File: config.mk
export PLATFORM = sky130hd
export DESIGN_NAME = alarm_table_matcher_core
export DESIGN_NICKNAME = d
export VERILOG_FILES = /design/src/sv/atm_pkg.sv /design/src/sv/atm_ram.sv /design/src/sv/atm_ctrl.sv /design/src/sv/atm_datapath.sv /design/src/sv/alarm_table_matcher_core.sv
export SDC_FILE = /design/constraint.sdc
export NUM_CORES = 1
export LEC_CHECK = 0
export BUFFER_PORTS_ARGS = -buffer_cell sky130_fd_sc_hd__buf_2
export CAP_MARGIN = 20
export CELL_PAD_IN_SITES_DETAIL_PLACEMENT = 0
export CELL_PAD_IN_SITES_GLOBAL_PLACEMENT = 1
export CORE_MARGIN = 2
export CORE_UTILIZATION = 46
export DETAILED_ROUTE_END_ITERATION = 12
export MAX_ROUTING_LAYER = met4
export PLACE_DENSITY = 0.75
export SETUP_SLACK_MARGIN = 0.2
export SLEW_MARGIN = 20
export SYNTH_ARGS = -nofsm -noshare
export SYNTH_HDL_FRONTEND = slang
export SYNTH_SLANG_ARGS = --single-unit
File: constraint.sdc
create_clock -name i_clk -period 12.9 [get_ports i_clk]
set_input_delay 0.645 -clock i_clk [delete_from_list [all_inputs] [get_ports i_clk]]
set_output_delay 0.645 -clock i_clk [all_outputs]
set_load 0.02 [all_outputs]
File: src/sv/atm_pkg.sv
// Shared types and constants for the alarm table matcher.
// Used by atm_ctrl, atm_datapath and alarm_table_matcher_core.
`timescale 1ns / 1ps

package atm_pkg;

    // Item kinds
    localparam logic [1:0] KIND_TICK   = 2'd0;
    localparam logic [1:0] KIND_ADD    = 2'd1;
    localparam logic [1:0] KIND_REMOVE = 2'd2;

    localparam logic [10:0] MINUTES_PER_HOUR = 11'd60;
    localparam logic [10:0] NO_MINUTE        = 11'd2047;

    typedef struct packed {
        logic [1:0] kind;
        logic [4:0] hour;
        logic [5:0] minute;
        logic       repeat_flag;
        logic [2:0] entry_index;
        logic       clock_valid;
    } t_in_item;

    typedef struct packed {
        logic       ok;
        logic       due;
        logic [2:0] due_index;
        logic [3:0] alarm_count;
    } t_out_item;

    // One table entry as stored in the RAM
    typedef struct packed {
        logic [4:0] hour;
        logic [5:0] minute;
        logic       enabled;
        logic       rep;
    } t_alarm_entry;

    typedef enum logic [2:0] {
        S_IDLE,
        S_DISPATCH,
        S_SCAN_RD,
        S_SCAN_CHK,
        S_SHIFT_RD,
        S_SHIFT_WR,
        S_DONE
    } t_state;

    // Controller to datapath
    typedef struct packed {
        logic take;
        logic ptr_clr;
        logic ptr_inc;
        logic rd_en;
        logic rd_next;
        logic wr_add;
        logic wr_back;
        logic wr_shift;
        logic cnt_inc;
        logic cnt_dec;
        logic last_upd;
        logic set_ok;
        logic set_due;
        logic load_out;
    } t_cmd;

    // Datapath to controller
    typedef struct packed {
        logic [1:0] kind;
        logic       full;
        logic       idx_ok;
        logic       tick_go;
        logic       scan_end;
        logic       shift_end;
        logic       match;
        logic       out_busy;
    } t_status;

endpackage

File: src/sv/atm_ram.sv
// Generic single-write, single-read RAM with registered read data.
// No dependencies.
`timescale 1ns / 1ps

module atm_ram #(
    parameter int WIDTH = 13,
    parameter int DEPTH = 8
) (
    input  logic                                   i_clk,
    input  logic                                   i_we,
    input  logic [(DEPTH > 1 ? $clog2(DEPTH) : 1)-1:0] i_waddr,
    input  logic [WIDTH-1:0]                       i_wdata,
    input  logic                                   i_re,
    input  logic [(DEPTH > 1 ? $clog2(DEPTH) : 1)-1:0] i_raddr,
    output logic [WIDTH-1:0]                       o_rdata
);

    logic [WIDTH-1:0] r_mem [DEPTH];
    logic [WIDTH-1:0] r_rdata;

    // Write port
    always_ff @(posedge i_clk) begin
        if (i_we) begin
            r_mem[i_waddr] <= i_wdata;
        end
    end

    // Registered read port
    always_ff @(posedge i_clk) begin
        if (i_re) begin
            r_rdata <= r_mem[i_raddr];
        end
    end

    assign o_rdata = r_rdata;

endmodule

File: src/sv/atm_ctrl.sv
// Sequencer for the alarm table: dispatch, match scan, shift-down on remove.
// Depends on atm_pkg for the state, command and status types.
`timescale 1ns / 1ps

module atm_ctrl (
    input  logic             i_clk,
    input  logic             i_rst_n,
    input  logic             i_in_valid,
    output logic             o_in_ready,
    input  atm_pkg::t_status i_status,
    output atm_pkg::t_cmd    o_cmd
);

    atm_pkg::t_state r_state;
    atm_pkg::t_state n_state;

    // State register
    always_ff @(posedge i_clk) begin
        if (!i_rst_n) begin
            r_state <= atm_pkg::S_IDLE;
        end else begin
            r_state <= n_state;
        end
    end

    // Next state
    always_comb begin
        n_state = r_state;
        case (r_state)
            atm_pkg::S_IDLE: begin
                if (i_in_valid) n_state = atm_pkg::S_DISPATCH;
            end
            atm_pkg::S_DISPATCH: begin
                case (i_status.kind)
                    atm_pkg::KIND_TICK:
                        n_state = i_status.tick_go ? atm_pkg::S_SCAN_RD : atm_pkg::S_DONE;
                    atm_pkg::KIND_REMOVE:
                        n_state = i_status.idx_ok ? atm_pkg::S_SHIFT_RD : atm_pkg::S_DONE;
                    default:
                        n_state = atm_pkg::S_DONE;
                endcase
            end
            atm_pkg::S_SCAN_RD: begin
                n_state = i_status.scan_end ? atm_pkg::S_DONE : atm_pkg::S_SCAN_CHK;
            end
            atm_pkg::S_SCAN_CHK: begin
                n_state = i_status.match ? atm_pkg::S_DONE : atm_pkg::S_SCAN_RD;
            end
            atm_pkg::S_SHIFT_RD: begin
                n_state = i_status.shift_end ? atm_pkg::S_DONE : atm_pkg::S_SHIFT_WR;
            end
            atm_pkg::S_SHIFT_WR: begin
                n_state = atm_pkg::S_SHIFT_RD;
            end
            atm_pkg::S_DONE: begin
                if (!i_status.out_busy) n_state = atm_pkg::S_IDLE;
            end
            default: n_state = atm_pkg::S_IDLE;
        endcase
    end

    // Outputs
    always_comb begin
        o_cmd      = '0;
        o_in_ready = 1'b0;
        case (r_state)
            atm_pkg::S_IDLE: begin
                o_in_ready = 1'b1;
                o_cmd.take = i_in_valid;
            end
            atm_pkg::S_DISPATCH: begin
                case (i_status.kind)
                    atm_pkg::KIND_TICK: begin
                        o_cmd.last_upd = i_status.tick_go;
                        o_cmd.ptr_clr  = i_status.tick_go;
                    end
                    atm_pkg::KIND_ADD: begin
                        o_cmd.wr_add  = !i_status.full;
                        o_cmd.cnt_inc = !i_status.full;
                        o_cmd.set_ok  = !i_status.full;
                    end
                    atm_pkg::KIND_REMOVE: begin
                        o_cmd.ptr_clr = i_status.idx_ok;
                        o_cmd.set_ok  = i_status.idx_ok;
                    end
                    default: ;
                endcase
            end
            atm_pkg::S_SCAN_RD: begin
                o_cmd.rd_en = !i_status.scan_end;
            end
            atm_pkg::S_SCAN_CHK: begin
                // a match rewrites the entry; one-shot alarms lose their enable
                o_cmd.set_due = i_status.match;
                o_cmd.wr_back = i_status.match;
                o_cmd.ptr_inc = !i_status.match;
            end
            atm_pkg::S_SHIFT_RD: begin
                o_cmd.cnt_dec = i_status.shift_end;
                o_cmd.rd_en   = !i_status.shift_end;
                o_cmd.rd_next = 1'b1;
            end
            atm_pkg::S_SHIFT_WR: begin
                o_cmd.wr_shift = 1'b1;
                o_cmd.ptr_inc  = 1'b1;
            end
            atm_pkg::S_DONE: begin
                o_cmd.load_out = !i_status.out_busy;
            end
            default: ;
        endcase
    end

endmodule

File: src/sv/atm_datapath.sv
// Datapath of the alarm table: item latch, count, pointer, last minute,
// table RAM and the output register. Depends on atm_pkg and atm_ram.
`timescale 1ns / 1ps

module atm_datapath #(
    parameter int MAX_ALARMS = 8
) (
    input  logic                i_clk,
    input  logic                i_rst_n,
    input  atm_pkg::t_in_item   i_in_data,
    input  atm_pkg::t_cmd       i_cmd,
    output atm_pkg::t_status    o_status,
    output logic                o_out_valid,
    input  logic                i_out_ready,
    output atm_pkg::t_out_item  o_out_data
);

    localparam int CW = $clog2(MAX_ALARMS + 1);
    localparam int IW = (MAX_ALARMS > 1) ? $clog2(MAX_ALARMS) : 1;
    localparam int WW = (CW > 4) ? CW : 4;

    atm_pkg::t_in_item    r_item;
    atm_pkg::t_out_item   r_out;
    atm_pkg::t_alarm_entry rd_entry;
    atm_pkg::t_alarm_entry wr_entry;
    logic [CW-1:0] r_count;
    logic [CW-1:0] r_ptr;
    logic [10:0]   r_last;
    logic          r_ok;
    logic          r_due;
    logic [2:0]    r_which;
    logic          r_out_valid;

    logic [WW-1:0] cnt_w;
    logic [WW-1:0] ptr_w;
    logic [WW-1:0] ptr1_w;
    logic [WW-1:0] pos_w;
    logic [10:0]   mod;
    logic          out_busy;
    logic          we;
    logic [IW-1:0] waddr;
    logic [IW-1:0] raddr;

    assign cnt_w  = WW'(r_count);
    assign ptr_w  = WW'(r_ptr);
    assign ptr1_w = ptr_w + WW'(1);
    assign pos_w  = WW'(r_item.entry_index);
    assign mod    = 11'(r_item.hour) * atm_pkg::MINUTES_PER_HOUR + 11'(r_item.minute);
    assign out_busy = r_out_valid && !i_out_ready;

    // Status toward the controller
    always_comb begin
        o_status.kind      = r_item.kind;
        o_status.full      = cnt_w >= WW'(MAX_ALARMS);
        o_status.idx_ok    = pos_w < cnt_w;
        o_status.tick_go   = r_item.clock_valid && (mod != r_last);
        o_status.scan_end  = ptr_w >= cnt_w;
        o_status.shift_end = ptr1_w >= cnt_w;
        o_status.match     = rd_entry.enabled && (rd_entry.hour == r_item.hour)
                             && (rd_entry.minute == r_item.minute);
        o_status.out_busy  = out_busy;
    end

    // Table write and read address selection
    always_comb begin
        wr_entry = rd_entry;
        waddr    = ptr_w[IW-1:0];
        if (i_cmd.wr_add) begin
            wr_entry.hour    = r_item.hour;
            wr_entry.minute  = r_item.minute;
            wr_entry.enabled = 1'b1;
            wr_entry.rep     = r_item.repeat_flag;
            waddr            = cnt_w[IW-1:0];
        end else if (i_cmd.wr_back) begin
            wr_entry.enabled = rd_entry.rep;
        end
    end

    assign we    = i_cmd.wr_add || i_cmd.wr_back || i_cmd.wr_shift;
    assign raddr = i_cmd.rd_next ? ptr1_w[IW-1:0] : ptr_w[IW-1:0];

    atm_ram #(
        .WIDTH ($bits(atm_pkg::t_alarm_entry)),
        .DEPTH (MAX_ALARMS)
    ) u_table (
        .i_clk   (i_clk),
        .i_we    (we),
        .i_waddr (waddr),
        .i_wdata (wr_entry),
        .i_re    (i_cmd.rd_en),
        .i_raddr (raddr),
        .o_rdata (rd_entry)
    );

    // Item latch, pointer, result bits and output data (no reset needed)
    always_ff @(posedge i_clk) begin
        if (i_cmd.take) begin
            r_item  <= i_in_data;
            r_ok    <= 1'b0;
            r_due   <= 1'b0;
            r_which <= 3'd0;
        end
        if (i_cmd.set_ok)  r_ok <= 1'b1;
        if (i_cmd.set_due) begin
            r_due   <= 1'b1;
            r_which <= ptr_w[2:0];
        end
        if (i_cmd.ptr_clr) begin
            r_ptr <= (r_item.kind == atm_pkg::KIND_REMOVE) ? pos_w[CW-1:0] : '0;
        end else if (i_cmd.ptr_inc) begin
            r_ptr <= r_ptr + CW'(1);
        end
        if (i_cmd.load_out) begin
            r_out.ok          <= r_ok;
            r_out.due         <= r_due;
            r_out.due_index   <= r_which;
            r_out.alarm_count <= cnt_w[3:0];
        end
    end

    // Entry count and last checked minute
    always_ff @(posedge i_clk) begin
        if (!i_rst_n) begin
            r_count <= '0;
            r_last  <= atm_pkg::NO_MINUTE;
        end else begin
            if (i_cmd.cnt_inc)       r_count <= r_count + CW'(1);
            else if (i_cmd.cnt_dec)  r_count <= r_count - CW'(1);
            if (i_cmd.last_upd)      r_last  <= mod;
        end
    end

    // Output register valid
    always_ff @(posedge i_clk) begin
        if (!i_rst_n) begin
            r_out_valid <= 1'b0;
        end else if (i_cmd.load_out) begin
            r_out_valid <= 1'b1;
        end else if (i_out_ready) begin
            r_out_valid <= 1'b0;
        end
    end

    assign o_out_valid = r_out_valid;
    assign o_out_data  = r_out;

    // Checks
    a_count_bound: assert property (@(posedge i_clk) disable iff (!i_rst_n)
        cnt_w <= WW'(MAX_ALARMS))
        else $error("entry count above table depth");

    a_add_not_full: assert property (@(posedge i_clk) disable iff (!i_rst_n)
        i_cmd.wr_add |-> (cnt_w < WW'(MAX_ALARMS)))
        else $error("add written into a full table");

    a_load_free: assert property (@(posedge i_clk) disable iff (!i_rst_n)
        i_cmd.load_out |-> !out_busy)
        else $error("result loaded over an untaken result");

    a_remove_decrements: assert property (@(posedge i_clk) disable iff (!i_rst_n)
        i_cmd.cnt_dec |=> (r_count == $past(r_count) - CW'(1)))
        else $error("remove did not shrink the table by one");

endmodule

File: src/sv/alarm_table_matcher_core.sv
// Top level of the alarm table matcher: controller plus datapath.
// Depends on atm_pkg, atm_ctrl, atm_datapath (and atm_ram through it).
`timescale 1ns / 1ps

// Usage:
//   Input channel i_in_valid / o_in_ready / i_in_data carries one item: a
//   tick (clock time), an add, or a remove. Output channel o_out_valid /
//   i_out_ready / o_out_data returns exactly one result item per input item.
//   One item is in work at a time; o_in_ready is high only while idle.
//   Add, failed remove, ignored tick and unused kind go from dispatch
//   straight to the result. A tick that scans reads entries from index 0
//   until the first enabled match or the end of the table; a remove at
//   index p moves each entry above p down by one place, from p upward.
//   Scan and shift are paced by the table RAM: each entry takes a
//   registered read step and then a compare or write-back step.
//   The controller returns to idle after the result is loaded, so a new
//   item is accepted only once the last one is through.
//   If the receiver stalls, the result waits in the output register and
//   the next item is accepted and worked on; it completes only once the
//   waiting result is taken.
//   Synchronous active-low reset empties the table (count 0), forgets the
//   last checked minute and clears the output valid. No clearing pass.

module alarm_table_matcher_core #(
    parameter int MAX_ALARMS = 8
) (
    input  logic               i_clk,
    input  logic               i_rst_n,
    input  logic               i_in_valid,
    output logic               o_in_ready,
    input  atm_pkg::t_in_item  i_in_data,
    output logic               o_out_valid,
    input  logic               i_out_ready,
    output atm_pkg::t_out_item o_out_data
);

    atm_pkg::t_cmd    cmd;
    atm_pkg::t_status status;

    atm_ctrl u_ctrl (
        .i_clk      (i_clk),
        .i_rst_n    (i_rst_n),
        .i_in_valid (i_in_valid),
        .o_in_ready (o_in_ready),
        .i_status   (status),
        .o_cmd      (cmd)
    );

    atm_datapath #(
        .MAX_ALARMS (MAX_ALARMS)
    ) u_datapath (
        .i_clk       (i_clk),
        .i_rst_n     (i_rst_n),
        .i_in_data   (i_in_data),
        .i_cmd       (cmd),
        .o_status    (status),
        .o_out_valid (o_out_valid),
        .i_out_ready (i_out_ready),
        .o_out_data  (o_out_data)
    );

endmodule

======== Yosys cells after proc, flatten, opt, wreduce, memory -nomap -nowiden ========
Memories as Yosys holds them, arrays and structs flattened. A register that Yosys moved wholly into a read port is not among the register bits.
Cells that the tools add are included.
operators by class
  multiplexer cells ....................... 42
  div/mod/pow operators ................... 0
  shift operators ......................... 0
  $mul .................................... 1
  bitwise operators ....................... 0
  reduce and logical (&&, ||, !) cells .... 19
  $add $sub $neg .......................... 4
  $lt $le $gt $ge ......................... 4
  equal/unequal tests ..................... 13
operators by type and width
  kind                   count
  $mux W3                10
  $pmux W3 S7            1
  $mux W1                18
  $mux W4                4
  $add A11 B6 Y11        1
  $mux W11               1
  $ne A11 B11 Y1         1
  $eq A3 B3 Y1 const B   3
  $mul A5 B4 Y9 const B  1
  $add A4 B1 Y4 const B  2
  $ge A4 B4 Y1           2
  $pmux W1 S2            4
  $reduce_bool A2 Y1     4
  $eq A3 B2 Y1 const B   2
  $eq A6 B6 Y1           1
  $logic_not A1 Y1       6
  $mux W2                3
  $pmux W3 S2            1
  $eq A5 B5 Y1           1
  $ge A4 B4 Y1 const B   1
  $logic_and A1 B1 Y1    4
  $lt A3 B4 Y1           1
  $ne A2 B2 Y1 const B   2
  $sub A4 B1 Y4 const B  1
  7 further kinds        8
storage, ports and cells
  memories ................................ 1
  bits in latches ......................... 0
  logic and storage cells ................. 102
  output and inout port bits .............. 11
  memory bits (writable) .................. 104
  register bits after elaboration ......... 55
  memory bits (read-only) ................. 0
memory list
  memory                    words  width  read ports  clocked after Yosys merged registers in  wr ports  RTL line       RTL
  u_datapath.u_table.r_mem  8      13     1           1                                        1         atm_ram.sv:18  logic [WIDTH-1:0] r_mem [DEPTH];

======== Logic depth before layout (Yosys ltp) ========
  depth in word-level cells ............... 8
  gate-level depth with buffers ........... 15
  gate-level depth less buffers ........... 14

======== By module ========
From an unflattened synthesis, not the netlist that was laid out.
second synthesis, totals
  cell total of the unflattened synthesis .. 547
  area, all modules ....................... 8229.1 um^2
modules (own cells, without submodules)
  module        seq. area each (um^2)  times used  cells each  area each (um^2)
  atm_ram       3513.4                 1           176         4445.5
  atm_datapath  1381.3                 1           311         3338.2
  atm_ctrl      60.1                   1           60          445.4

======== Worst setup path after synthesis ========
No wires, ideal clock.
  path type ............................... reg-to-reg
  start ................................... register u_datapath.r_item[11] (netlist bit)
  end ..................................... register u_datapath.r_ptr[0], in the netlist u_datapath.ptr_w[0] (enable)
  clock period less this slack ............ 4.577 ns
  data arrival time ....................... 4.312 ns
  cell stages (with the launch flop) ...... 14
  library setup time ...................... 0.265 ns
  setup slack ............................. 8.323 ns
  required time ........................... 12.635 ns
  cells stage by stage .................... edfxtp_1 fa_1 fa_1 inv_1 fa_1 inv_1 ha_1 o2bb2ai_1 nor4_4 and3_4 xor3_1 a311oi_4 nor2_2 o311a_1
between the ends
  longest elaborated chain between the ends .. 7
  elaborated cells between the ends (all ways) .. 12
  classes of those cells .................. 1 x add/sub; 1 x mul; 2 x eq/ne; 3 x mux; 5 x reduce/logical
RTL lines
  what                            RTL line             RTL
  start, declared                 atm_datapath.sv:22   atm_pkg::t_in_item r_item;
  start signal, assigned          atm_datapath.sv:98   r_item <= i_in_data;
  $mul A5 B4 Y9                   atm_datapath.sv:48   assign mod = 11'(r_item.hour) * atm_pkg::MINUTES_PER_HOUR + 11'(r_item.minute);
  $add A11 B6 Y11                 atm_datapath.sv:48
  $ne A11 B11 Y1                  atm_datapath.sv:56   o_status.tick_go = r_item.clock_valid && (mod != r_last);
  $logic_and A1 B1 Y1             atm_datapath.sv:56
  $pmux W1 S2                     atm_ctrl.sv:72       case (i_status.kind)
  $mux W1                         atm_ctrl.sv:66       case (r_state)
  $reduce_bool A2 Y1 (no line) *  n/a
  end signal, assigned            atm_datapath.sv:109  r_ptr <= (r_item.kind == atm_pkg::KIND_REMOVE) ? pos_w[CW-1:0] : '0;
  end signal, assigned            atm_datapath.sv:111  r_ptr <= r_ptr + CW'(1);
  end, declared                   atm_datapath.sv:27   logic [CW-1:0] r_ptr;
Mark *: on every way between the ends. The rest lies on a longest branch, timed or not.
A chain may end at the register's enable or synchronous reset.

======== Worst setup path after layout ========
  start ................................... register u_datapath.r_item[14] (netlist bit)
  end ..................................... register u_datapath.r_ptr[1], in the netlist u_datapath.ptr_w[1] (enable)
Same word-level chain as after synthesis.

==> impl_metrics.py <==
metrics = {
    "timing": {
        "period_share": 0.405,
        "fin_skew_ns": 0.0160,
        "final_hold_viol_count": 0,
        "worst_slack_ns": 7.67,
        "rsz0062_at_grt": "false",
        "post-route-min-period_ns": 5.23,
        "slew_viol_final": 0,
        "fin_setup_tns_ns": 0,
        "finalSetupViolCount": 0,
        "tightest_slew_ns": 1.06,
        "fmax_mhz": 191,
        "relSlewSlack": 0.286,
    },
    "routing": {
        "drc_errors": 0,
        "first_iter_violations": 353,
        "routed-via-count": 4833,
        "wl_per_cell_microns": 20.5,
        "antenna_left": 0,
        "routed_wl_mm": 17.6,
        "dr.pass1.iters": 5,
        "drt-vias-per-instance": 5.62,
    },
    "clocking": {
        "cts_num_sinks": 172,
        "cts_root_buf": "clkbuf_16",
        "clockBufferDepth": 2,
        "cts_buffers": 17,
        "cts_hold_buf": 0,
        "cts_tree": "yes",
        "clk_latency_ns": 0.43,
        "htreeDepth": 4,
        "clkTransAtPathRegs_ns": 0.07,
        "ctsResizeCount": 0,
        "cts_setup_buffers": 0,
    },
    "synth": {
        "mappedNetlistNets": 646,
        "synth-seq-cells": 172,
        "async_flop_share": 0,
        "synthDistinctLibCells": 62,
        "synth_edf_count": 151,
        "synthFlopType": "edfxtp_1",
        "synth_top_area_frac": 0.547,
        "synth_area_leaders": "edfxtp_1 55%, mux4_2 7.1%, dfxtp_1 5.1%",
        "syn_avg_cell_area_sq_um": 14.2,
        "ys_warn_count": 0,
        "synthCells": 583,
        "ys_seq_area_frac": 0.598,
        "yosys.area.top_type": "edfxtp_1",
        "synth.cell_area_sq_um": 8290,
    },
    "finish": {
        "nFillCells": 1460,
        "nNetsFinal": 682,
        "synthToLayoutAreaGrowth_pct": 12.1,
        "layout_common_cells": "151 x edfxtp_1, 50 x nand2_1, 33 x inv_1",
        "drive_above_1_share": 0.211,
        "n_antenna_cell": 0,
        "layout_commonest_cell": "edfxtp_1",
    },
    "grt": {
        "grt_remaining_overflow": 0,
        "grt_pass1_wl_mm": 27.5,
        "grt_max_degree": 27,
        "grt_usage": 0.196,
        "grt_pass1_vias": 4821,
        "antenna_found_initial": 0,
    },
    "critical_path": {
        "crit_path_end_kind": "flop",
        "critical_path_required_ns": 13.07,
        "r2r-start": "u_datapath.r_item[14]$_DFFE_PP_",
        "ff2ff_path_depth": 13,
        "cp.arrival_ns": 5.40,
        "cp_max_fo": 13,
        "r2r_end": "u_datapath.ptr_w[1]$_DFFE_PP_",
        "startpoint": "u_datapath.r_item[14]$_DFFE_PP_",
        "endpoint": "u_datapath.ptr_w[1]$_DFFE_PP_",
        "critPathLaunchType": "flop",
        "criticalPathCategory": "flop to flop",
        "rrSetupSlack_ns": 7.67,
    },
    "pwr": {
        "total_power_mw": 2.45,
        "p_leak_nw": 3.26,
        "peakVddDrop_mv": 0.138,
        "power_density_nw_per_um2": 264,
    },
    "floorplanning": {
        "design.portCount": 33,
        "core_area_sq_um": 17800,
        "fp.dieH_microns": 138,
        "die_w_microns": 138,
        "initial_core_util": 0.464,
        "rows": 49,
        "dieArea_sq_um": 19100,
    },
    "place": {
        "port_buffers": 32,
        "place.detailed.hpwl_mm": 11.6,
        "dp_slack_ns": 7.69,
        "gp_congestion": 0.815,
    },
    "min_path": {
        "hold_class": "primary input to flop",
    },
    "run_status": {
        "outcome": "finished clean",
    },
    "run": {
        "drv_cap": 0,
    },
}
stage by stage:
stage | utilization | hold WS, ns | area [sq um] | cells
finish | 0.521 | 0.383 | 9290 | 860
CTS | 0.520 | 0.366 | 9280 | 860
global placement | 0.489 | 0.415 | 8730 | 829
global route | 0.521 | 0.366 | 9290 | 860
detailed placement | 0.489 | 0.416 | 8730 | 829
floorplan | - | 0.400 | 8290 | 583
logic make-up after synthesis:
| kind of cell | synth area share |
|---|---|
| AND/OR/NAND/NOR | 0.0879 |
| adder cells (fa/ha/maj) | 0.0701 |
| multiplexers | 0.0920 |
| buffers and inverters | 0.0242 |
| flip-flops | 0.598 |
| XOR/XNOR | 0.0491 |
| AO/OA/AOI/OAI | 0.0788 |
worst min-delay path by stage:
stage | start | end | slack (ns) | cells past startpoint
after floorplan | u_datapath.r_which[0]$_SDFFCE_PN0P_ | u_datapath.o_out_data[4]$_DFFE_PP_ | 0.40 | 0
after global placement | u_datapath.r_which[0]$_SDFFCE_PN0P_ | u_datapath.o_out_data[4]$_DFFE_PP_ | 0.42 | 0
after detailed placement | u_datapath.r_which[0]$_SDFFCE_PN0P_ | u_datapath.o_out_data[4]$_DFFE_PP_ | 0.42 | 0
after CTS | i_in_data[7] | u_datapath.r_item[7]$_DFFE_PP_ | 0.37 | 1
after global routing | i_in_data[9] | u_datapath.r_item[9]$_DFFE_PP_ | 0.37 | 1
final | i_in_data[7] | u_datapath.r_item[7]$_DFFE_PP_ | 0.38 | 1
sequential cells by signal (all words and copies together) (netlist names), 2 cells and up:
| signal | cells |
|---|---|
| u_datapath.ptr_w | 4 |
| u_datapath.pos_w | 3 |
| u_datapath.r_which | 3 |
| u_datapath.cnt_w | 4 |
| u_datapath.r_item | 13 |
| u_datapath.u_table.o_rdata | 13 |
| u_datapath.o_out_data | 9 |
| u_datapath.u_table.r_mem | 104 |
| u_datapath.o_status | 2 |
| u_datapath.r_last | 11 |
| u_ctrl.r_state | 3 |
Yosys cell counts (7+ instances only):
library cell,instances
a21oi_1,13
a311oi_1,7
a31oi_1,16
clkbuf_1,15
dfxtp_1,21
edfxtp_1,151
fa_1,9
ha_1,32
inv_1,33
mux2_2,13
mux4_2,26
nand2_1,50
nand2b_1,7
nor2_1,33
nor3_1,8
nor4_1,7
o21ai_0,20
xnor2_1,30
critical path, stage by stage (launching register included):
cell and delay (ns):
edfxtp_1 0.51, inv_1 0.21, fa_1 0.46, fa_1 0.51, inv_1 0.04, ha_1 0.36, nor2b_1 0.19, o31ai_1 0.09
xnor2_1 0.83, and3_4 0.37, xor3_1 0.38, a311oi_4 0.50, nor2_2 0.07, o311a_1 0.41
metal layers:
| metal | GRT usage | routed length [microns] |
|---|---|---|
| met1 | 0.262 | 7990 |
| met2 | 0.307 | 8730 |
| met3 | 0.0402 | 736 |
| met4 | 0.0537 | 187 |
| met5 | - | 0 |
final cells by class:
class / instances / area [sq um] / area share
Tap cell: 229 / 287 / 0.0309
Clock buffer: 17 / 425 / 0.0458
Timing Repair Buffer: 36 / 190 / 0.0205
Multi-Input combinational cell: 359 / 3180 / 0.342
Clock inverter: 14 / 126 / 0.0136
Inverter: 33 / 124 / 0.0133
Sequential cell: 172 / 4950 / 0.533
where the power goes:
part	switching, mW	leakage, nW	internal, mW
Sequential	0.0658	1.54	0.727
Combinational	0.667	1.46	0.511
Clock	0.231	0.257	0.253
Note: power is estimated with default switching activity, not from simulation.
